[src/hdl/fde_pkg.sv]
package fde_pkg;

  // Filter geometry and sample format.
  localparam int MAX_TAPS     = 64;
  localparam int ADDR_W       = $clog2(MAX_TAPS);
  localparam int SAMPLE_BITS  = 16;
  localparam int COEF_BITS    = 16;

  // Register widths.
  localparam int DEC_W        = 8;
  localparam int TAPS_W       = 7;
  localparam int SELECT_W     = 6;
  localparam int CFG_IDX_W    = 2;
  localparam int CFG_DATA_W   = 16;

  // Internal counters. The phase never exceeds the largest decimation plus one,
  // and the sample count only has to reach past the longest window reach.
  localparam int PHASE_W      = 10;
  localparam int COUNT_W      = 11;
  localparam int NRES_W       = 6;
  localparam int RESULT_LIMIT = 34;

  // Arithmetic.
  localparam int PROD_W       = SAMPLE_BITS + COEF_BITS;
  localparam int ACC_W        = PROD_W + ADDR_W;
  localparam int SHIFT        = COEF_BITS - 1;

  typedef enum logic [CFG_IDX_W-1:0] {
    CFG_DECIMATION  = 2'd0,
    CFG_TAP_COUNT   = 2'd1,
    CFG_COEF_SELECT = 2'd2,
    CFG_COEF_VALUE  = 2'd3
  } fde_cfg_index_t;

  typedef struct packed {
    logic                  valid;
    fde_cfg_index_t        index;
    logic [CFG_DATA_W-1:0] data;
  } fde_cfg_t;

  // One input item as classified by the front end.
  typedef struct packed {
    logic signed [SAMPLE_BITS-1:0] sample;
    logic                          final_sample;
    logic                          first;
  } fde_item_t;

  typedef struct packed {
    logic      valid;
    fde_item_t item;
  } fde_push_t;

  typedef struct packed {
    logic signed [SAMPLE_BITS-1:0] filtered;
    logic                          run_end;
    logic                          signal_end;
  } fde_result_t;

endpackage

[src/hdl/fde_front.sv]
module fde_front import fde_pkg::*; (
  input  logic                   clk,
  input  logic                   rst,
  input  logic                   in_valid,
  output logic                   in_ready,
  input  logic [SAMPLE_BITS-1:0] in_sample,
  input  logic                   in_last,
  input  logic                   queue_full,
  output fde_push_t              push
);

  // Marks the next accepted sample as the start of a new signal.
  logic first_pending;

  assign in_ready = !queue_full;

  always_comb begin
    push.valid             = in_valid && !queue_full;
    push.item.sample       = signed'(in_sample);
    push.item.final_sample = in_last;
    push.item.first        = first_pending;
  end

  always_ff @(posedge clk) begin
    if (rst) begin
      first_pending <= 1'b1;
    end else if (push.valid) begin
      first_pending <= in_last;
    end
  end

endmodule

[src/hdl/fde_queue.sv]
module fde_queue import fde_pkg::*; (
  input  logic      clk,
  input  logic      rst,
  input  fde_push_t push,
  output logic      full,
  output fde_push_t head,
  input  logic      pop
);

  fde_item_t  slots [2];
  logic       wr_ptr;
  logic       rd_ptr;
  logic [1:0] fill;

  assign full       = (fill == 2'd2);
  assign head.valid = (fill != 2'd0);
  assign head.item  = slots[rd_ptr];

  always_ff @(posedge clk) begin
    if (push.valid) begin
      slots[wr_ptr] <= push.item;
    end
  end

  always_ff @(posedge clk) begin
    if (rst) begin
      wr_ptr <= 1'b0;
      rd_ptr <= 1'b0;
      fill   <= 2'd0;
    end else begin
      if (push.valid) begin
        wr_ptr <= ~wr_ptr;
      end
      if (pop) begin
        rd_ptr <= ~rd_ptr;
      end
      case ({push.valid, pop})
        2'b10:   fill <= fill + 2'd1;
        2'b01:   fill <= fill - 2'd1;
        default: fill <= fill;
      endcase
    end
  end

endmodule

[src/hdl/fde_back.sv]
module fde_back import fde_pkg::*; (
  input  logic        clk,
  input  logic        rst,
  input  fde_cfg_t    cfg,
  input  fde_push_t   head,
  output logic        pop,
  output fde_result_t res,
  output logic        res_valid,
  input  logic        res_ready
);

  typedef enum logic [6:0] {
    ST_IDLE   = 7'b0000001,
    ST_DECIDE = 7'b0000010,
    ST_MAC    = 7'b0000100,
    ST_DRAIN  = 7'b0001000,
    ST_ROUND  = 7'b0010000,
    ST_EMIT   = 7'b0100000,
    ST_CLOSE  = 7'b1000000
  } fde_state_t;

  localparam int CMP_W      = COUNT_W + 1;
  localparam int RND_W      = ACC_W - SHIFT;
  localparam int ROUND_BIAS = 1 << (SHIFT - 1);
  localparam logic signed [RND_W-1:0] SAT_HI = RND_W'((1 << (SAMPLE_BITS - 1)) - 1);
  localparam logic signed [RND_W-1:0] SAT_LO = ~SAT_HI;

  // Configuration registers.
  logic [DEC_W-1:0]    decimation;
  logic [TAPS_W-1:0]   tap_count;
  logic [SELECT_W-1:0] coef_select;

  // Memories and their registered read data.
  logic signed [COEF_BITS-1:0]   coef_mem [MAX_TAPS];
  logic signed [SAMPLE_BITS-1:0] hist_mem [MAX_TAPS];
  logic [MAX_TAPS-1:0]           coef_valid;
  logic signed [COEF_BITS-1:0]   coef_rd;
  logic signed [SAMPLE_BITS-1:0] hist_rd;
  logic                          coef_ok;

  // Stream state.
  fde_state_t                    state;
  logic [ADDR_W-1:0]             last_pos;
  logic signed [SAMPLE_BITS-1:0] first_value;
  logic [COUNT_W-1:0]            count;
  logic [PHASE_W-1:0]            phase;
  logic                          pend;
  logic signed [SAMPLE_BITS-1:0] pend_value;
  logic [NRES_W-1:0]             n_res;
  logic                          fin;
  logic                          flush;
  logic                          stage_valid;
  logic signed [SAMPLE_BITS-1:0] stage_value;

  // Multiply-accumulate pipeline.
  logic [ADDR_W-1:0]             tap;
  logic [COUNT_W-1:0]            reach;
  logic [ADDR_W-1:0]             base;
  logic                          va;
  logic                          vb;
  logic                          first_a;
  logic signed [PROD_W-1:0]      prod;
  logic signed [ACC_W-1:0]       acc;

  // Derived values.
  logic [DEC_W-1:0]              eff_m;
  logic [TAPS_W-1:0]             eff_t;
  logic [TAPS_W:0]               t_plus;
  logic [TAPS_W-1:0]             half;
  logic [TAPS_W-1:0]             lead;
  logic                          hit_lead;
  logic                          hit_m;
  logic                          at_limit;
  logic                          out_free;
  logic                          sel_first;
  logic                          sel_age0;
  logic [ADDR_W-1:0]             rd_addr;
  logic [ADDR_W-1:0]             wr_addr;
  logic signed [SAMPLE_BITS-1:0] x_b;
  logic signed [COEF_BITS-1:0]   c_b;
  logic signed [ACC_W-1:0]       biased;
  logic signed [RND_W-1:0]       rounded;
  logic signed [SAMPLE_BITS-1:0] sat_value;

  always_comb begin
    eff_m = (decimation == '0) ? DEC_W'(1) : decimation;
    if (tap_count == '0) begin
      eff_t = TAPS_W'(1);
    end else if (tap_count > TAPS_W'(MAX_TAPS)) begin
      eff_t = TAPS_W'(MAX_TAPS);
    end else begin
      eff_t = tap_count;
    end
    t_plus   = {1'b0, eff_t} + (TAPS_W + 1)'(1);
    half     = t_plus[TAPS_W:1];
    lead     = eff_t - half;
    hit_lead = (phase >= PHASE_W'(lead));
    hit_m    = (phase >= PHASE_W'(eff_m));
    at_limit = (n_res == NRES_W'(RESULT_LIMIT));
    out_free = !res_valid || res_ready;
    pop      = (state == ST_IDLE) && head.valid;
    wr_addr  = last_pos + ADDR_W'(1);

    // Window position "tap" lies before the first sample, or past the newest one.
    sel_first = ({1'b0, count} + CMP_W'(tap)) < CMP_W'(reach);
    sel_age0  = CMP_W'(tap) >= CMP_W'(reach);
    rd_addr   = sel_age0 ? last_pos : base + tap;

    x_b = first_a ? first_value : hist_rd;
    c_b = coef_ok ? coef_rd : '0;

    // Round half up, then saturate to the sample width.
    biased  = acc + ACC_W'(ROUND_BIAS);
    rounded = signed'(biased[ACC_W-1:SHIFT]);
    if (rounded > SAT_HI) begin
      sat_value = {1'b0, {(SAMPLE_BITS - 1){1'b1}}};
    end else if (rounded < SAT_LO) begin
      sat_value = {1'b1, {(SAMPLE_BITS - 1){1'b0}}};
    end else begin
      sat_value = rounded[SAMPLE_BITS-1:0];
    end
  end

  always_ff @(posedge clk) begin
    if (rst) begin
      decimation  <= DEC_W'(20);
      tap_count   <= TAPS_W'(1);
      coef_select <= '0;
      coef_valid  <= '0;
    end else if (cfg.valid) begin
      case (cfg.index)
        CFG_DECIMATION:  decimation  <= cfg.data[DEC_W-1:0];
        CFG_TAP_COUNT:   tap_count   <= cfg.data[TAPS_W-1:0];
        CFG_COEF_SELECT: coef_select <= cfg.data[SELECT_W-1:0];
        CFG_COEF_VALUE:  coef_valid[coef_select] <= 1'b1;
        default: ;
      endcase
    end
  end

  always_ff @(posedge clk) begin
    if (cfg.valid && (cfg.index == CFG_COEF_VALUE)) begin
      coef_mem[coef_select] <= signed'(cfg.data[COEF_BITS-1:0]);
    end
    coef_rd <= coef_mem[tap];
  end

  always_ff @(posedge clk) begin
    if (pop) begin
      hist_mem[wr_addr] <= head.item.sample;
    end
    hist_rd <= hist_mem[rd_addr];
  end

  always_ff @(posedge clk) begin
    coef_ok <= coef_valid[tap];
    first_a <= sel_first;
    prod    <= c_b * x_b;
  end

  always_ff @(posedge clk) begin
    if (rst) begin
      va <= 1'b0;
      vb <= 1'b0;
    end else begin
      va <= (state == ST_MAC);
      vb <= va;
    end
  end

  always_ff @(posedge clk) begin
    if (rst) begin
      state       <= ST_IDLE;
      last_pos    <= '1;
      first_value <= '0;
      count       <= '0;
      phase       <= '0;
      pend        <= 1'b0;
      n_res       <= '0;
      fin         <= 1'b0;
      flush       <= 1'b0;
      stage_valid <= 1'b0;
      res_valid   <= 1'b0;
      tap         <= '0;
      acc         <= '0;
    end else begin
      if (res_ready) begin
        res_valid <= 1'b0;
      end
      if (vb) begin
        acc <= acc + {{(ACC_W - PROD_W){prod[PROD_W-1]}}, prod};
      end
      case (state)
        ST_IDLE: begin
          if (head.valid) begin
            last_pos <= wr_addr;
            if (head.item.first) begin
              first_value <= head.item.sample;
            end
            if (count != '1) begin
              count <= count + COUNT_W'(1);
            end
            phase <= phase + PHASE_W'(1);
            n_res <= '0;
            fin   <= head.item.final_sample;
            flush <= 1'b0;
            state <= ST_DECIDE;
          end
        end
        ST_DECIDE: begin
          reach <= COUNT_W'(phase) + COUNT_W'(half);
          base  <= last_pos - ADDR_W'(phase) - ADDR_W'(half) + ADDR_W'(1);
          tap   <= '0;
          if (at_limit) begin
            state <= ST_CLOSE;
          end else if (flush) begin
            if (!hit_m) begin
              state <= ST_CLOSE;
            end else if (pend) begin
              state <= ST_EMIT;
            end else begin
              acc   <= '0;
              state <= ST_MAC;
            end
          end else if (!pend && hit_lead) begin
            acc   <= '0;
            state <= ST_MAC;
          end else if (pend && hit_m) begin
            state <= ST_EMIT;
          end else if (fin) begin
            flush <= 1'b1;
          end else begin
            state <= ST_CLOSE;
          end
        end
        ST_MAC: begin
          if (tap == ADDR_W'(eff_t - TAPS_W'(1))) begin
            state <= ST_DRAIN;
          end else begin
            tap <= tap + ADDR_W'(1);
          end
        end
        ST_DRAIN: begin
          if (!va && !vb) begin
            state <= ST_ROUND;
          end
        end
        ST_ROUND: begin
          pend_value <= sat_value;
          pend       <= 1'b1;
          state      <= ST_DECIDE;
        end
        ST_EMIT: begin
          // The previous result leaves only once it is known not to be the last.
          if (!stage_valid || out_free) begin
            if (stage_valid) begin
              res.filtered   <= stage_value;
              res.run_end    <= 1'b0;
              res.signal_end <= 1'b0;
              res_valid      <= 1'b1;
            end
            stage_value <= pend_value;
            stage_valid <= 1'b1;
            phase       <= phase - PHASE_W'(eff_m);
            pend        <= 1'b0;
            n_res       <= n_res + NRES_W'(1);
            state       <= ST_DECIDE;
          end
        end
        ST_CLOSE: begin
          if (!stage_valid || out_free) begin
            if (stage_valid) begin
              res.filtered   <= stage_value;
              res.run_end    <= 1'b1;
              res.signal_end <= fin;
              res_valid      <= 1'b1;
              stage_valid    <= 1'b0;
            end
            if (fin) begin
              count <= '0;
              phase <= '0;
              pend  <= 1'b0;
            end
            state <= ST_IDLE;
          end
        end
        default: state <= ST_IDLE;
      endcase
    end
  end

endmodule

[src/hdl/fir_decimator_edge_padded_unit.sv]
// Decimating FIR filter with edge padding for 16-bit signed samples.
// Samples enter on the s_axis stream; s_axis_tlast marks the last sample of a
// signal and flushes the outputs that are still due. Results leave on the
// m_axis stream; m_axis_tlast marks the last result caused by one input
// transfer, m_axis_tuser marks the last result of the whole signal.
// The cfg channel writes registers by index: 0 decimation, 1 tap count,
// 2 coefficient select, 3 coefficient value (stored into the selected tap).
// cfg_ready is always high; registers should change only while the block idles.
// A sample is held in a two-entry queue and taken by the back end one at a time.
// Every result costs one dot product through the single shared multiply-accumulate;
// the back end takes the next sample from the queue only once it has posted the
// results of the current one and returned to idle.
// Synchronous reset clears the stream state, the coefficients (to zero) and the
// registers (decimation 20, one tap). When the receiver stalls, one result waits
// in the output register and one more in the back end; the back end then halts,
// while the queue still takes up to two more samples.
module fir_decimator_edge_padded_unit import fde_pkg::*; (
  input  logic                  clk,
  input  logic                  rst,
  // Input stream.
  input  logic                  s_axis_tvalid,
  output logic                  s_axis_tready,
  input  logic [15:0]           s_axis_tdata,   // [15:0] sample
  input  logic                  s_axis_tlast,   // final_sample
  // Output stream.
  output logic                  m_axis_tvalid,
  input  logic                  m_axis_tready,
  output logic [15:0]           m_axis_tdata,   // [15:0] filtered
  output logic                  m_axis_tlast,   // run_end
  output logic                  m_axis_tuser,   // [0] signal_end
  // Register write channel.
  input  logic                  cfg_valid,
  output logic                  cfg_ready,
  input  logic [CFG_IDX_W-1:0]  cfg_index,
  input  logic [CFG_DATA_W-1:0] cfg_data
);

  fde_push_t   push;
  fde_push_t   head;
  logic        queue_full;
  logic        pop;
  fde_cfg_t    cfg;
  fde_result_t res;

  // Register writes are taken in every cycle.
  assign cfg_ready = 1'b1;

  always_comb begin
    cfg.valid = cfg_valid;
    cfg.index = fde_cfg_index_t'(cfg_index);
    cfg.data  = cfg_data;
  end

  // Front end: accepts transfers and marks the first sample of each signal.
  fde_front u_front (
    .clk        (clk),
    .rst        (rst),
    .in_valid   (s_axis_tvalid),
    .in_ready   (s_axis_tready),
    .in_sample  (s_axis_tdata),
    .in_last    (s_axis_tlast),
    .queue_full (queue_full),
    .push       (push)
  );

  // Short queue that lets the front end keep accepting while the back end works.
  fde_queue u_queue (
    .clk  (clk),
    .rst  (rst),
    .push (push),
    .full (queue_full),
    .head (head),
    .pop  (pop)
  );

  // Back end: history, coefficients, the output schedule and the shared MAC.
  fde_back u_back (
    .clk       (clk),
    .rst       (rst),
    .cfg       (cfg),
    .head      (head),
    .pop       (pop),
    .res       (res),
    .res_valid (m_axis_tvalid),
    .res_ready (m_axis_tready)
  );

  assign m_axis_tdata = res.filtered;
  assign m_axis_tlast = res.run_end;
  assign m_axis_tuser = res.signal_end;

endmodule
[config.mk]
export PLATFORM = sky130hd
export DESIGN_NAME = fir_decimator_edge_padded_unit
export DESIGN_NICKNAME = d
export VERILOG_FILES = /design/src/hdl/fde_pkg.sv /design/src/hdl/fde_front.sv /design/src/hdl/fde_queue.sv /design/src/hdl/fde_back.sv /design/src/hdl/fir_decimator_edge_padded_unit.sv
export SDC_FILE = /design/constraint.sdc
export NUM_CORES = 2
export LEC_CHECK = 0
export BUFFER_PORTS_ARGS = -buffer_cell sky130_fd_sc_hd__buf_4
export CORE_MARGIN = 4
export CORE_UTILIZATION = 45
export CTS_CLUSTER_SIZE = 16
export DETAILED_ROUTE_END_ITERATION = 10
export GPL_TIMING_DRIVEN = 0
export SLEW_MARGIN = 20
export SYNTH_ARGS = -nofsm -noshare
export SYNTH_HDL_FRONTEND = slang
export SYNTH_SLANG_ARGS = --single-unit
[constraint.sdc]
create_clock -name clk -period 11.05 [get_ports clk]
set_input_delay 0 -clock clk [delete_from_list [all_inputs] [get_ports clk]]
set_output_delay 0 -clock clk [all_outputs]
set_load 0.01 [all_outputs]
==> key figures <==
Layout
  – Storage element area: approximately 70,000 um2
  – Area Growth Syn to Fin: 14.3%
  – Fin cells: ~11k
  – Share of cells above drive strength 1: roughly 17%
  – Multi-input gate area: 33,800 um2
  – # fillers: 19.0k
  – Final design area excluding fillers: around 120,000 um2
  – Final #Nets: 7,745

Clock tree
  – Max clock buf depth: 3
  – CTS Buf Count: roughly 240
  – Clock H-tree levels: 4
  – CTS resizes: 0
  – Worst skew pair latency: around 0.9 ns
  – # clock sinks: about 2.4k
  – CTS clk-pin slew, worst paths: around 0.07 ns
  – CTS root buf: clkbuf_16
  – CTS tree: built

STA
  – Setup TNS: 0 ns
  – Final hold vios: 0
  – Final WS setup: 2.18 ns
  – Max Slew Vio Count: 0
  – RSZ-0062 raised after global routing: no
  – Clock skew: just over 0.08 ns
  – Slew headroom: 19.8%
  – Maximum clock rate: 0.113 GHz
  – Final setup viols: 0
  – Tmin final: 8.87 ns
  – Slew @ Worst Pin: 1.20 ns
  – Part of the cycle the worst path needs: 80.3%

Hold path
  – Hold_sp: s_axis_tvalid
  – Hold Path Class: in2reg

Place
  – RD Place Congestion: ~0.91
  – Pre-CTS WS: 2.21 ns
  – DP Area: 113,000 um2
  – I/O Buffers: 58
  – Post-DP HPWL: 202,000 um
  – Number of cells after detailed placement: 10.1k

Logic synthesis
  – Yosys reg bits: 2,415
  – Netlist cell types: 89
  – Sequential cell area fraction in the yosys report: 65.9%
  – Syn Area/Cell: 15.7 um2
  – Post-synth ARST share: 0%
  – Largest cells by area after synthesis: edfxtp_1 61%, mux4_2 8.9%, fa_1 5.1%, dfxtp_1 5.0%, mux2i_1 2.5%
  – Synthesized-area fraction occupied by and/or/nand/nor cells: 7.01%
  – Post-synth EDFFs: 2,151
  – Syn_nets: 7,254
  – Main combinational cell family by area after synthesis: multiplexers
  – Ys flop type: edfxtp_1
  – Synth Warn #: 0
  – Synth Area in Compound Gates: 3.89%
  – Synth area leader: edfxtp_1
  – Xor and xnor area share after synthesis: 1.28%
  – Synthesized cell area: 106,000 um2
  – Synth top area share: 60.9%
  – Mux cell area share after synthesis: 11.8%
  – Syn Inst Count: 6,751
  – Synth Area in Adders: 7.37%

Routing
  – Routed wire per std cell: roughly 27 um
  – Via density: between 5 and 6
  – Drc violations: 0
  – First-pass DRT Iterations: 6
  – Post-DRT Antenna Nets: 0
  – Drt total wl: between 200,000 and 300,000 um
  – Via count: 60.6k
  – Initial drt markers: 6,258

Critical path
  – Crit. End Element: flip-flop
  – Launch point of the worst path: u_back.first_a
  – CP Max Fanout: 10
  – Launch point of the worst reg-to-reg path: u_back.first_a
  – Arr. time, crit path: between 9 and 10 ns
  – Crit path launch type: flip-flop
  – Worst EP required: 11.74 ns
  – WS Path Type: reg2reg

Floorplan
  – Area of the die: 243,000 um2
  – I/O pin total: between 60 and 70
  – Rows: between 150 and 200
  – Die X: slightly below 500 um
  – Starting Density: 45.4%
  – Core area: 233,000 um2
  – Die height: roughly 490 um

GRT
  – Total global-route track usage: 23.6%
  – Largest net degree at the start of global routing: 68
  – Antenna violations before repair: 12
  – Number of global-route vias before repair: 60.9k
  – First-pass GRT wire length: 419,000 um
  – Remaining global-route overflow: 0

Pwr
  – Max VDD drop: around 0.18 mV
  – Power consumption: 21,500 uW
  – Leak Pwr: 0.0417 uW
  – Power Dens Cells: 178 nW/um2

Flow run
  – Max-Cap Viols: 0

Status
  – Status: completed
## report_power, final
| group | internal, uW | total [uW] | leakage [uW] | switching (uW) |
|---|---|---|---|---|
| logic | 760 | 2750 | 0.0164 | 1990 |
| registers | 10600 | 10700 | 0.0215 | 136 |
| clock network | 4540 | 8040 | 0.00381 | 3500 |
| total | 15900 | 21500 | 0.0417 | 5630 |
## final timing paths
check | endpoint | slack [ns] | cells after the start
max reg2reg | u_back.prod[29] | 2.18 | 24
max | u_back.prod[29] | 2.18 | 24
min reg2reg | u_back.res[5] | 0.42 | 0
min | u_front.first_pending | 0.13 | 4
## cell type report
| class | count | area share, % |
|---|---|---|
| Sequential cell | 2415 | 57.6 |
| Inverter | 381 | 1.18 |
| Antenna cell | 8 | 0.0165 |
| Multi-Input combinational cell | 3627 | 27.8 |
| Buffer | 328 | 1.20 |
| Clock inverter | 112 | 0.950 |
| Tap cell | 3132 | 3.23 |
| Clock buffer | 335 | 5.52 |
| Timing Repair Buffer | 253 | 2.42 |
## worst max-delay path, stage by stage (launching register included)
cell	delay (ns)
dfxtp_1	0.32
clkbuf_1	0.72
clkbuf_1	0.55
mux2i_1	0.67
nor2_1	0.14
fa_1	0.58
inv_1	0.05
fa_1	0.46
fa_1	0.52
inv_1	0.05
fa_1	0.49
fa_1	0.49
inv_1	0.05
fa_1	0.47
inv_1	0.04
ha_1	0.33
a21o_1	0.20
a21o_1	0.18
a21oi_1	0.15
o21ai_0	0.17
o41ai_2	0.68
o221ai_1	0.32
o21ai_0	0.23
nand2b_1	0.09
xor2_1	0.68
## through the flow
step / util [%] / hold slack, ns
2_1_floorplan: - / 0.0989
3_3_place_gp: 47.3 / 0.185
3_5_place_dp: 48.3 / 0.190
4_1_cts: 51.9 / 0.0712
5_1_grt: 51.9 / 0.136
6_report: 51.9 / 0.134
## cell usage after synthesis (18+ instances only)
library cell  count
and2_1           29
nor3_1           37
inv_1           376
mux4_2          420
fa_1            270
nand3_1         197
a22oi_1          35
clkbuf_1        197
and3_1           21
nor2b_1          21
buf_1            48
edfxtp_1       2151
dfxtp_1         264
nand2b_1         19
nor2_1          553
mux2i_1         267
xor2_1           55
nand2_1         638
mux2_2           34
a21oi_1         116
o22ai_1          67
o21bai_1         20
a21o_1           53
a221oi_1         18
a32oi_1          66
o21ai_0          75
nand4_1          95
and4_1           19
buf_2            50
buf_4            27
ha_1            193
xnor2_1         100
## registers in the layout (all words and copies together) (netlist names), 7 cells and up, named ones only
register	cells
u_back.coef_mem	1024
u_queue.slots	36
u_back.hist_rd	16
u_back.tap_count	7
u_back.coef_valid	64
u_back.decimation	8
u_back.hist_mem	1024
u_back.acc	38
u_back.first_value	16
u_back.reach	11
u_back.pend_value	16
u_back.phase	10
u_back.prod	32
u_back.stage_value	16
u_back.res	18
u_back.state	7
u_back.count	11
u_back.coef_rd	16
## timing repair
item | CTS | global route
setup buffers | 0 | 0
hold buffers | 61 | 0
hold endpoints to repair | 1136 | 0
## metal layers
metal | wire [um] | global-route usage, % | share of wire (%)
met4 | 11800 | 8.70 | 4.1
met5 | 20 | 0 | 0.0070
met1 | 114000 | 31.3 | 40
met2 | 141000 | 39.2 | 49
met3 | 20500 | 4.05 | 7.2
## layout by cell type, fill, tap and decap left out, types with 115 or more instances in the layout
cell	n
ha_1	193
nor2_1	421
clkbuf_1	253
mux2i_1	267
clkbuf_16	241
nand3_1	197
dfxtp_1	264
mux4_2	420
a21oi_1	115
nand2_1	638
edfxtp_1	2151
nor2_2	125
fa_1	270
inv_1	376
## kinds of logic after synthesis
group	Yosys count
adder cells (fa/ha/maj)	463
multiplexers	723
buffers and inverters	709
AND/OR/NAND/NOR	1692
XOR/XNOR	155
flip-flops	2415
AO/OA/AOI/OAI	592
other	2
(Power assumes the default switching activity.)
